[src/sv/ipi_pkg.sv]
// ============================================================================
// ipi_pkg: shared definitions for the indentation paren inserter
// Depths, field widths, token codes and the records passed between the parts.
// ============================================================================
package ipi_pkg;

    // Storage depths.
    localparam int STACK_DEPTH = 16;
    localparam int HOLD_DEPTH  = 16;
    localparam int QUEUE_DEPTH = 2;

    // Counter and index widths derived from the depths.
    localparam int SC_W = $clog2(STACK_DEPTH + 1);
    localparam int SI_W = $clog2(STACK_DEPTH);
    localparam int HC_W = $clog2(HOLD_DEPTH + 1);
    localparam int HI_W = $clog2(HOLD_DEPTH);
    localparam int QC_W = $clog2(QUEUE_DEPTH + 1);
    localparam int QI_W = $clog2(QUEUE_DEPTH);

    // Input mode codes.
    localparam logic [2:0] MODE_WORD   = 3'd0;
    localparam logic [2:0] MODE_OPEN   = 3'd1;
    localparam logic [2:0] MODE_CLOSE  = 3'd2;
    localparam logic [2:0] MODE_QUOTE  = 3'd3;
    localparam logic [2:0] MODE_INDENT = 3'd4;
    localparam logic [2:0] MODE_EOS    = 3'd5;

    // Output token kinds.
    localparam logic [1:0] KIND_WORD  = 2'd0;
    localparam logic [1:0] KIND_OPEN  = 2'd1;
    localparam logic [1:0] KIND_CLOSE = 2'd2;
    localparam logic [1:0] KIND_QUOTE = 2'd3;

    // Explicit depth saturation limits.
    localparam logic signed [15:0] DEPTH_MAX = 16'sh7FFF;
    localparam logic signed [15:0] DEPTH_MIN = 16'sh8000;

    // Classified operation as stored in the queue.
    typedef enum logic [2:0] {
        OP_WORD   = 3'd0,
        OP_OPEN   = 3'd1,
        OP_CLOSE  = 3'd2,
        OP_QUOTE  = 3'd3,
        OP_INDENT = 3'd4,
        OP_EOS    = 3'd5
    } op_t;

    typedef struct packed {
        op_t         op;
        logic [15:0] id;
        logic [7:0]  lvl;
    } cmd_t;

    typedef struct packed {
        logic [1:0]  kind;
        logic [15:0] id;
        logic [7:0]  lvl;
    } held_t;

    typedef struct packed {
        logic [1:0]  kind;
        logic [15:0] id;
        logic [7:0]  ind;
        logic        inserted;
        logic        unbalanced;
        logic        overflow;
    } result_t;

    // Back end to output stage: put a result, or close off the current request.
    typedef struct packed {
        logic put;
        logic fin;
    } res_ctl_t;

    // Token kind of an operation that passes through as a token.
    function automatic logic [1:0] kind_of(op_t op);
        logic [1:0] k;
        k = KIND_WORD;
        case (op)
            OP_OPEN:  k = KIND_OPEN;
            OP_CLOSE: k = KIND_CLOSE;
            OP_QUOTE: k = KIND_QUOTE;
            default:  k = KIND_WORD;
        endcase
        return k;
    endfunction

endpackage

[src/sv/ipi_front.sv]
// ============================================================================
// ipi_front: request classifier and command queue
// Decodes the mode of each request and queues it for the back end; undefined
// modes are accepted and dropped here.
// ============================================================================
module ipi_front (
    input  logic               clk,
    input  logic               rst_n,
    input  logic               tok_valid,
    output logic               tok_ready,
    input  logic [2:0]         mode,
    input  logic [15:0]        token_id,
    input  logic [7:0]         indent_level,
    output logic               q_valid,
    input  logic               q_ready,
    output ipi_pkg::cmd_t      q_data
);
    import ipi_pkg::*;

    cmd_t            mem [QUEUE_DEPTH];
    logic [QI_W-1:0] wr_ptr_reg, wr_ptr_next;
    logic [QI_W-1:0] rd_ptr_reg, rd_ptr_next;
    logic [QC_W-1:0] cnt_reg, cnt_next;
    op_t             op;
    logic            keep;
    logic            push, pop;

    // Decode the mode into an operation.
    always_comb
    begin
        op   = OP_WORD;
        keep = 1'b1;
        unique case (mode)
            MODE_WORD:   op = OP_WORD;
            MODE_OPEN:   op = OP_OPEN;
            MODE_CLOSE:  op = OP_CLOSE;
            MODE_QUOTE:  op = OP_QUOTE;
            MODE_INDENT: op = OP_INDENT;
            MODE_EOS:    op = OP_EOS;
            default:     keep = 1'b0;
        endcase
    end

    assign tok_ready = (cnt_reg != QC_W'(QUEUE_DEPTH));
    assign q_valid   = (cnt_reg != '0);
    assign q_data    = mem[rd_ptr_reg];
    assign push      = tok_valid && tok_ready && keep;
    assign pop       = q_valid && q_ready;

    // Queue pointers and fill count.
    always_comb
    begin
        wr_ptr_next = wr_ptr_reg;
        rd_ptr_next = rd_ptr_reg;
        cnt_next    = cnt_reg;
        if (push)
        begin
            wr_ptr_next = (wr_ptr_reg == QI_W'(QUEUE_DEPTH - 1)) ? '0 : wr_ptr_reg + 1'b1;
        end
        if (pop)
        begin
            rd_ptr_next = (rd_ptr_reg == QI_W'(QUEUE_DEPTH - 1)) ? '0 : rd_ptr_reg + 1'b1;
        end
        if (push && !pop)
        begin
            cnt_next = cnt_reg + 1'b1;
        end
        else if (pop && !push)
        begin
            cnt_next = cnt_reg - 1'b1;
        end
    end

    always_ff @(posedge clk or negedge rst_n)
    begin
        if (!rst_n)
        begin
            wr_ptr_reg <= '0;
            rd_ptr_reg <= '0;
            cnt_reg    <= '0;
        end
        else
        begin
            wr_ptr_reg <= wr_ptr_next;
            rd_ptr_reg <= rd_ptr_next;
            cnt_reg    <= cnt_next;
        end
    end

    // Queue storage.
    always_ff @(posedge clk)
    begin
        if (push)
        begin
            mem[wr_ptr_reg] <= '{op: op, id: token_id, lvl: indent_level};
        end
    end

endmodule

[src/sv/ipi_back.sv]
// ============================================================================
// ipi_back: paren insertion sequencer
// Holds the line state, hold buffer and level stack, and steps out the
// results of one command, one result per cycle while can_put is high.
// ============================================================================
module ipi_back (
    input  logic                clk,
    input  logic                rst_n,
    input  logic                q_valid,
    output logic                q_ready,
    input  ipi_pkg::cmd_t       q_data,
    input  logic                can_put,
    output ipi_pkg::res_ctl_t   ctl,
    output ipi_pkg::result_t    res
);
    import ipi_pkg::*;

    typedef enum logic [5:0] {
        S_IDLE  = 6'b000001,
        S_OPEN  = 6'b000010,
        S_FLUSH = 6'b000100,
        S_OWN   = 6'b001000,
        S_CLOSE = 6'b010000,
        S_DONE  = 6'b100000
    } state_t;

    state_t             state_reg, state_next;
    logic signed [15:0] depth_reg, depth_next;
    logic [1:0]         words_reg, words_next;
    logic               pals_reg, pals_next;
    logic [SC_W-1:0]    sc_reg, sc_next;
    logic [HC_W-1:0]    hc_reg, hc_next;
    logic [HC_W-1:0]    fidx_reg, fidx_next;
    logic               ovf_reg, ovf_next;
    logic               own_reg, own_next;
    logic               close_reg, close_next;
    logic               eos_reg, eos_next;
    cmd_t               cmd_reg, cmd_next;

    logic [7:0]         stack [STACK_DEPTH];
    held_t              hold  [HOLD_DEPTH];

    logic               push_en;
    logic               hold_en;
    held_t              hold_wdata;
    logic [SC_W-1:0]    sc_m1;
    logic [7:0]         top_lvl;
    held_t              tok;
    logic signed [15:0] d_emit;
    logic [1:0]         w_inc;
    logic               pals_new;
    logic               do_hold;

    assign sc_m1   = sc_reg - 1'b1;
    assign top_lvl = stack[sc_m1[SI_W-1:0]];

    // Token being emitted: a held entry while flushing, else the command's own.
    always_comb
    begin
        if (state_reg == S_FLUSH)
        begin
            tok = hold[fidx_reg[HI_W-1:0]];
        end
        else
        begin
            tok = '{kind: kind_of(cmd_reg.op), id: cmd_reg.id, lvl: cmd_reg.lvl};
        end
    end

    // Saturating depth update for an emitted token.
    always_comb
    begin
        d_emit = depth_reg;
        if (tok.kind == KIND_OPEN && depth_reg != DEPTH_MAX)
        begin
            d_emit = depth_reg + 16'sd1;
        end
        else if (tok.kind == KIND_CLOSE && depth_reg != DEPTH_MIN)
        begin
            d_emit = depth_reg - 16'sd1;
        end
    end

    assign w_inc    = (words_reg == 2'd3) ? 2'd3 : words_reg + 2'd1;
    assign pals_new = pals_reg || (q_data.op == OP_OPEN && words_reg == 2'd0);

    // Sequencer.
    always_comb
    begin
        state_next = state_reg;
        depth_next = depth_reg;
        words_next = words_reg;
        pals_next  = pals_reg;
        sc_next    = sc_reg;
        hc_next    = hc_reg;
        fidx_next  = fidx_reg;
        ovf_next   = ovf_reg;
        own_next   = own_reg;
        close_next = close_reg;
        eos_next   = eos_reg;
        cmd_next   = cmd_reg;
        push_en    = 1'b0;
        do_hold    = 1'b0;
        q_ready    = 1'b0;
        ctl        = '0;
        res        = '0;

        unique case (state_reg)
            S_IDLE:
            begin
                q_ready = 1'b1;
                if (q_valid)
                begin
                    cmd_next   = q_data;
                    own_next   = 1'b0;
                    close_next = 1'b0;
                    eos_next   = 1'b0;
                    case (q_data.op)
                        OP_WORD:
                        begin
                            words_next = w_inc;
                            if (w_inc < 2'd2)
                            begin
                                do_hold = 1'b1;
                            end
                            else
                            begin
                                own_next = 1'b1;
                                if (w_inc == 2'd2 && depth_reg == 16'sd0 && !pals_reg)
                                begin
                                    if (sc_reg < SC_W'(STACK_DEPTH))
                                    begin
                                        push_en = 1'b1;
                                        sc_next = sc_reg + 1'b1;
                                    end
                                    else
                                    begin
                                        ovf_next = 1'b1;
                                    end
                                    state_next = S_OPEN;
                                end
                                else
                                begin
                                    state_next = S_FLUSH;
                                end
                            end
                        end
                        OP_OPEN, OP_CLOSE:
                        begin
                            pals_next = pals_new;
                            if (words_reg < 2'd2 && depth_reg == 16'sd0 && !pals_new)
                            begin
                                do_hold = 1'b1;
                            end
                            else
                            begin
                                own_next   = 1'b1;
                                state_next = S_FLUSH;
                            end
                        end
                        OP_QUOTE:
                        begin
                            if (words_reg < 2'd2)
                            begin
                                do_hold = 1'b1;
                            end
                            else
                            begin
                                state_next = S_OWN;
                            end
                        end
                        OP_INDENT:
                        begin
                            close_next = 1'b1;
                            state_next = S_FLUSH;
                        end
                        OP_EOS:
                        begin
                            close_next = 1'b1;
                            eos_next   = 1'b1;
                            state_next = S_FLUSH;
                        end
                        default:
                        begin
                            state_next = S_IDLE;
                        end
                    endcase
                    // A held token causes no result; a full buffer drops it.
                    if (do_hold)
                    begin
                        if (hc_reg < HC_W'(HOLD_DEPTH))
                        begin
                            hc_next = hc_reg + 1'b1;
                        end
                        else
                        begin
                            ovf_next = 1'b1;
                        end
                    end
                end
            end
            S_OPEN:
            begin
                if (can_put)
                begin
                    ctl.put    = 1'b1;
                    res        = '{kind: KIND_OPEN, id: '0, ind: '0, inserted: 1'b1,
                                   unbalanced: 1'b0, overflow: ovf_reg};
                    ovf_next   = 1'b0;
                    state_next = S_FLUSH;
                end
            end
            S_FLUSH:
            begin
                if (fidx_reg == hc_reg)
                begin
                    hc_next   = '0;
                    fidx_next = '0;
                    if (own_reg)
                    begin
                        state_next = S_OWN;
                    end
                    else if (close_reg)
                    begin
                        state_next = S_CLOSE;
                    end
                    else
                    begin
                        state_next = S_DONE;
                    end
                end
                else if (can_put)
                begin
                    ctl.put    = 1'b1;
                    res        = '{kind: tok.kind, id: tok.id, ind: tok.lvl, inserted: 1'b0,
                                   unbalanced: d_emit[15], overflow: ovf_reg};
                    depth_next = d_emit;
                    ovf_next   = 1'b0;
                    fidx_next  = fidx_reg + 1'b1;
                end
            end
            S_OWN:
            begin
                if (can_put)
                begin
                    ctl.put    = 1'b1;
                    res        = '{kind: tok.kind, id: tok.id, ind: tok.lvl, inserted: 1'b0,
                                   unbalanced: d_emit[15], overflow: ovf_reg};
                    depth_next = d_emit;
                    ovf_next   = 1'b0;
                    state_next = S_DONE;
                end
            end
            S_CLOSE:
            begin
                if (sc_reg != '0 && (eos_reg || cmd_reg.lvl <= top_lvl))
                begin
                    if (can_put)
                    begin
                        ctl.put  = 1'b1;
                        res      = '{kind: KIND_CLOSE, id: '0, ind: '0, inserted: 1'b1,
                                     unbalanced: 1'b0, overflow: ovf_reg};
                        ovf_next = 1'b0;
                        sc_next  = sc_m1;
                    end
                end
                else
                begin
                    // New line begins; end of stream also clears the depth.
                    words_next = 2'd0;
                    pals_next  = 1'b0;
                    if (eos_reg)
                    begin
                        depth_next = 16'sd0;
                    end
                    state_next = S_DONE;
                end
            end
            S_DONE:
            begin
                if (can_put)
                begin
                    ctl.fin    = 1'b1;
                    state_next = S_IDLE;
                end
            end
            default:
            begin
                state_next = S_IDLE;
            end
        endcase
    end

    assign hold_en    = do_hold && (hc_reg < HC_W'(HOLD_DEPTH));
    assign hold_wdata = '{kind: kind_of(q_data.op), id: q_data.id, lvl: q_data.lvl};

    always_ff @(posedge clk or negedge rst_n)
    begin
        if (!rst_n)
        begin
            state_reg <= S_IDLE;
            depth_reg <= '0;
            words_reg <= '0;
            pals_reg  <= 1'b0;
            sc_reg    <= '0;
            hc_reg    <= '0;
            fidx_reg  <= '0;
            ovf_reg   <= 1'b0;
            own_reg   <= 1'b0;
            close_reg <= 1'b0;
            eos_reg   <= 1'b0;
        end
        else
        begin
            state_reg <= state_next;
            depth_reg <= depth_next;
            words_reg <= words_next;
            pals_reg  <= pals_next;
            sc_reg    <= sc_next;
            hc_reg    <= hc_next;
            fidx_reg  <= fidx_next;
            ovf_reg   <= ovf_next;
            own_reg   <= own_next;
            close_reg <= close_next;
            eos_reg   <= eos_next;
        end
    end

    // Current command payload.
    always_ff @(posedge clk)
    begin
        cmd_reg <= cmd_next;
    end

    // Level stack and hold buffer storage.
    always_ff @(posedge clk)
    begin
        if (push_en)
        begin
            stack[sc_reg[SI_W-1:0]] <= q_data.lvl;
        end
        if (hold_en)
        begin
            hold[hc_reg[HI_W-1:0]] <= hold_wdata;
        end
    end

endmodule

[src/sv/ipi_out.sv]
// ============================================================================
// ipi_out: result staging and output register
// Keeps the newest result back by one slot so that the final result of a
// request can be marked, and drives the result channel from a register.
// ============================================================================
module ipi_out (
    input  logic                clk,
    input  logic                rst_n,
    input  ipi_pkg::res_ctl_t   ctl,
    input  ipi_pkg::result_t    res,
    output logic                can_put,
    output logic                res_valid,
    input  logic                res_ready,
    output logic [1:0]          out_kind,
    output logic [15:0]         out_token_id,
    output logic [7:0]          out_indent,
    output logic                inserted,
    output logic                unbalanced,
    output logic                overflow,
    output logic                last
);
    import ipi_pkg::*;

    logic    pend_valid_reg, pend_valid_next;
    result_t pend_reg;
    logic    o_valid_reg, o_valid_next;
    result_t o_reg;
    logic    o_last_reg;
    logic    o_free;
    logic    move;

    assign o_free  = !o_valid_reg || res_ready;
    assign can_put = !pend_valid_reg || o_free;

    // The pending result moves on when a newer one arrives or the request ends.
    assign move = pend_valid_reg && (ctl.put || ctl.fin) && o_free;

    always_comb
    begin
        pend_valid_next = pend_valid_reg;
        o_valid_next    = o_valid_reg;
        if (ctl.put)
        begin
            pend_valid_next = 1'b1;
        end
        else if (ctl.fin)
        begin
            pend_valid_next = 1'b0;
        end
        if (move)
        begin
            o_valid_next = 1'b1;
        end
        else if (res_ready)
        begin
            o_valid_next = 1'b0;
        end
    end

    always_ff @(posedge clk or negedge rst_n)
    begin
        if (!rst_n)
        begin
            pend_valid_reg <= 1'b0;
            o_valid_reg    <= 1'b0;
        end
        else
        begin
            pend_valid_reg <= pend_valid_next;
            o_valid_reg    <= o_valid_next;
        end
    end

    // Payload registers.
    always_ff @(posedge clk)
    begin
        if (ctl.put)
        begin
            pend_reg <= res;
        end
        if (move)
        begin
            o_reg      <= pend_reg;
            o_last_reg <= ctl.fin;
        end
    end

    assign res_valid    = o_valid_reg;
    assign out_kind     = o_reg.kind;
    assign out_token_id = o_reg.id;
    assign out_indent   = o_reg.ind;
    assign inserted     = o_reg.inserted;
    assign unbalanced   = o_reg.unbalanced;
    assign overflow     = o_reg.overflow;
    assign last         = o_last_reg;

endmodule

[src/sv/indent_paren_inserter_top.sv]
// ============================================================================
// indent_paren_inserter_top: indentation driven paren inserter
// Turns a stream of classified tokens into a token stream with implicit
// parens inserted from line indentation.
// ============================================================================
//
//  Channel   Direction  Handshake              Payload
//  tokens    in         tok_valid/tok_ready    mode, token_id, indent_level
//  results   out        res_valid/res_ready    out_kind, out_token_id, out_indent,
//                                              inserted, unbalanced, overflow, last
//
//  Requests enter a two-entry command queue whenever it has room.
//  The sequencer takes a request that is only held and gives no result for it;
//  otherwise it takes the request, puts one result per cycle while the output
//  stage has room, ends the flush and the close loop where those run, and then
//  marks the last result.
//  Reset clears all control state at once; there is no clearing pass.
//  A stalled result channel stops the sequencer only once both the output register
//  and the staging slot are full; the queue still takes requests while it has room.
//
module indent_paren_inserter_top (
    input  logic        clk,
    input  logic        rst_n,
    input  logic        tok_valid,
    output logic        tok_ready,
    input  logic [2:0]  mode,
    input  logic [15:0] token_id,
    input  logic [7:0]  indent_level,
    output logic        res_valid,
    input  logic        res_ready,
    output logic [1:0]  out_kind,
    output logic [15:0] out_token_id,
    output logic [7:0]  out_indent,
    output logic        inserted,
    output logic        unbalanced,
    output logic        overflow,
    output logic        last
);
    import ipi_pkg::*;

    logic     q_valid;
    logic     q_ready;
    cmd_t     q_data;
    logic     can_put;
    res_ctl_t ctl;
    result_t  res;

    // Front end: classify and queue.
    ipi_front u_front (
        .clk          (clk),
        .rst_n        (rst_n),
        .tok_valid    (tok_valid),
        .tok_ready    (tok_ready),
        .mode         (mode),
        .token_id     (token_id),
        .indent_level (indent_level),
        .q_valid      (q_valid),
        .q_ready      (q_ready),
        .q_data       (q_data)
    );

    // Back end: line state, hold buffer, level stack.
    ipi_back u_back (
        .clk     (clk),
        .rst_n   (rst_n),
        .q_valid (q_valid),
        .q_ready (q_ready),
        .q_data  (q_data),
        .can_put (can_put),
        .ctl     (ctl),
        .res     (res)
    );

    // Output staging.
    ipi_out u_out (
        .clk          (clk),
        .rst_n        (rst_n),
        .ctl          (ctl),
        .res          (res),
        .can_put      (can_put),
        .res_valid    (res_valid),
        .res_ready    (res_ready),
        .out_kind     (out_kind),
        .out_token_id (out_token_id),
        .out_indent   (out_indent),
        .inserted     (inserted),
        .unbalanced   (unbalanced),
        .overflow     (overflow),
        .last         (last)
    );

endmodule
[config.mk]
export PLATFORM = sky130hd
export DESIGN_NAME = indent_paren_inserter_top
export DESIGN_NICKNAME = d
export VERILOG_FILES = /design/src/sv/ipi_pkg.sv /design/src/sv/ipi_front.sv /design/src/sv/ipi_back.sv /design/src/sv/ipi_out.sv /design/src/sv/indent_paren_inserter_top.sv
export SDC_FILE = /design/constraint.sdc
export NUM_CORES = 1
export LEC_CHECK = 0
export BUFFER_PORTS_ARGS = -buffer_cell sky130_fd_sc_hd__clkbuf_2
export CAP_MARGIN = 20
export CELL_PAD_IN_SITES_DETAIL_PLACEMENT = 0
export CELL_PAD_IN_SITES_GLOBAL_PLACEMENT = 1
export CORE_MARGIN = 1.5
export CORE_UTILIZATION = 35
export DETAILED_ROUTE_END_ITERATION = 7
export PLACE_DENSITY = 0.63
export SLEW_MARGIN = 10
export SYNTH_ARGS = -nofsm -noshare
export SYNTH_HDL_FRONTEND = slang
export SYNTH_SLANG_ARGS = --single-unit
[constraint.sdc]
create_clock -name clk -period 23 [get_ports clk]
set_clock_uncertainty 0.15 [all_clocks]
set_input_delay 2.3 -clock clk [delete_from_list [all_inputs] [get_ports clk]]
set_output_delay 2.3 -clock clk [all_outputs]
set_load 0.01 [all_outputs]
==> flow_summary.toml <==
[yosys]
syn_nets = 1569
synthCells = 1514
ys_seq_area_share_pct = 74.71
synth-seq-cells = 734
synthDistinctLibCells = 67
ys.flop_type = "edfxtp_1"
synth_edf_count = 684
synth_warnings = 0
synth_top_area_cell = "edfxtp_1"
synthArstFlopShare_pct = 6.812
synth_top_area_share_pct = 70.42
ys_top_cells_by_count = "684 x edfxtp_1, 165 x mux4_2, 98 x nand2_1"
synth.avg_cell_area_um2 = 19.27
synthMostInstantiatedCell = "edfxtp_1"
syn-cell-area_um2 = 29170
netlist_top_cells_area = "edfxtp_1 70%, mux4_2 13%, dfrtp_1 4.2%, mux2_2 1.3%, nand2_1 1.3%"

[clock_network]
htree_levels = 3
cts.path.max_buffers = 3
numClockSinks = 734
path_clk_slew_ns = 0.06
cts_buffers = 75
ctsRootBufferMaster = "clkbuf_16"
post_cts_buffers = 0
cts.repair.resized = 0
hold_buffers = 0
cts_tree = "done"
clock_latency_ns = 0.61

[pwr]
power_density_nw_per_um2 = 116.1
leakage_nw = 10.66
irDropWorstVdd_mv = 0.05802

[outcome]
status = "complete, no violations"

[finish]
antennaDiodeCount = 0
layout.nets = 1677
synthToLayoutAreaGrowth_pct = 14.63
drive_gt1_share_pct = 26.43
largest_register_ffs = 416
final_util_pct = 40.66

[die]
rows = 105
start_util_pct = 35.47
die_area_um2 = 85080
die-width_um = 291.7
fp.dieH_um = 291.7
ios = 63
core_um2 = 82240

[global_routing]
grt_pass1_wl_mm = 100.4
overflow = 0
track_usage_pct = 15.94
antenna_found_initial = 1
grt_max_degree = 56
grt_pass1_vias = 15200

[timing]
rsz0062_at_grt = "no"
min_period_over_period_pct = 26.21
maxSlewHeadroom_pct = 31.81
slew_violations = 0
hold_ws_ns = 0.2664
worst_pin_slew_ns = 1.023
final.setup.tns_ns = 0
fin_crit_ns = 6.028
finalSetupViolCount = 0
max_freq_mhz = 165.9
finalHoldViolations = 0

[route]
antenna_violating_nets_post_route = 0
dr.pass1.iters = 5
detail_route.iter0.violations = 1261
routed_via_density = 5.257
drc = 0
wirelength_mm = 66.95
num_vias = 14456
avgRoutedWirePerCell_um = 24.35

[critical_path]
arrival_ns = 6.11
crit_path_top_delay_cell = "o21a_2"
rr_worst_depth = 15
r2r_setup_slack_ns = 16.97
r2r_end = "u_out.out_token_id[2]"
crit_fanout = 38
path_class = "flop to flop"
worst-path-stages = 15
worst_path_largest_cell_delay_ns = 0.83
crit_required_ns = 23.08
crit_chain = "buf_4 -> inv_1 -> ha_1 -> buf_4 -> mux4_2 -> mux4_2 -> inv_1 -> ha_1 -> a21o_1 -> a21oi_1 -> o2111ai_1 -> a32oi_1 -> nand2_1 -> a31oi_4 -> o21a_2"
cp_top_family = "compound AO/OA/AOI/OAI gates"
path_buf_inv = 4
end_kind = "flop"
cp-start-kind = "flop"
r2r-start = "u_back.sc_reg[0]"

[place]
gp_congestion = 0.8035
dp_hpwl_mm = 39.34
io_buffers = 62

[min_path]
worstHoldPathType = "flop to flop"
holdPathEnd = "u_out.out_indent[3]"
min_delay_path_depth = 0
hp-start = "u_out.pend_reg[6]"

[flow_run]
maxCapViolCount = 0
area by class of cell:
type / count / area [µm²]
Inverter: 31 / 116.4
Multi-Input combinational cell: 677 / 7119
Timing Repair Buffer: 103 / 618.1
Tap cell: 1070 / 1339
Fill cell: 7298 / 48800
Sequential cell: 734 / 21800
Clock inverter: 32 / 354.1
Clock buffer: 103 / 2087
cells by family after synthesis:
family / after synthesis / synth area share, %
buf+inv: 103 / 1.381
fa+ha+maj: 24 / 1.029
compound gates: 150 / 3.277
simple gates: 271 / 4.530
mux: 207 / 14.32
flops: 734 / 74.71
xor+xnor: 25 / 0.7507
how the worst max path moves through the flow:
stage                     start                     to
3_3_place_gp   u_back.sc_reg[0]  u_out.out_token_id[0]
5_1_grt        u_back.sc_reg[0]  u_out.out_token_id[2]
4_1_cts        u_back.sc_reg[0]  u_out.out_token_id[2]
3_5_place_dp   u_back.sc_reg[0]  u_out.out_token_id[4]
6_report       u_back.sc_reg[0]  u_out.out_token_id[2]
2_1_floorplan  u_back.sc_reg[0]         u_out.inserted
through the flow:
step	setup WS, ns	total power, mW	instance area (µm²)	std cells
CTS	16.86	3.933	33430	2749
floorplan	15.64	2.431	29170	1514
finish	16.97	3.884	33440	2750
global route	16.51	4.067	33440	2750
global placement	17.02	2.701	30980	2613
detailed placement	16.87	2.721	30990	2614
power by group:
part	internal (mW)	leakage, nW	switching [mW]
clock	0.706	1.18	0.500
sequential	1.68	6.80	0.0927
combinational	0.369	2.68	0.538
total	2.75	10.7	1.13
cell usage in the layout, fill, tap and decap left out, types with 7 or more instances in the layout:
| cell | instances |
|---|---|
| xnor2_1 | 17 |
| xor2_1 | 8 |
| clkinv_2 | 7 |
| clkbuf_1 | 22 |
| mux4_2 | 165 |
| inv_1 | 29 |
| nand4_1 | 8 |
| nand2_1 | 98 |
| a21oi_1 | 51 |
| mux2_2 | 33 |
| o21ai_0 | 32 |
| clkbuf_2 | 62 |
| a31oi_1 | 9 |
| and3_1 | 7 |
| dfrtp_1 | 44 |
| nor3_1 | 16 |
| nor2_4 | 13 |
| nand3_1 | 16 |
| nand2b_1 | 11 |
| nor4_1 | 8 |
| clkinv_1 | 12 |
| clkbuf_16 | 79 |
| nor2b_1 | 7 |
| mux2i_1 | 9 |
| ha_1 | 24 |
| edfxtp_1 | 684 |
| buf_4 | 41 |
| nor2_1 | 48 |
routing by layer:
layer / wire length [µm] / GRT usage [%] / up-vias / share of wire [%]
met5: 0 / 0 / - / 0
met4: 1129 / 4.383 / 0 / 1.7
met3: 3037 / 2.497 / 81 / 4.5
met2: 33880 / 26.90 / 335 / 51
met1: 28900 / 21.45 / 7695 / 43
li1: - / - / 6345 / -
Note: power is estimated with default switching activity, not from simulation.
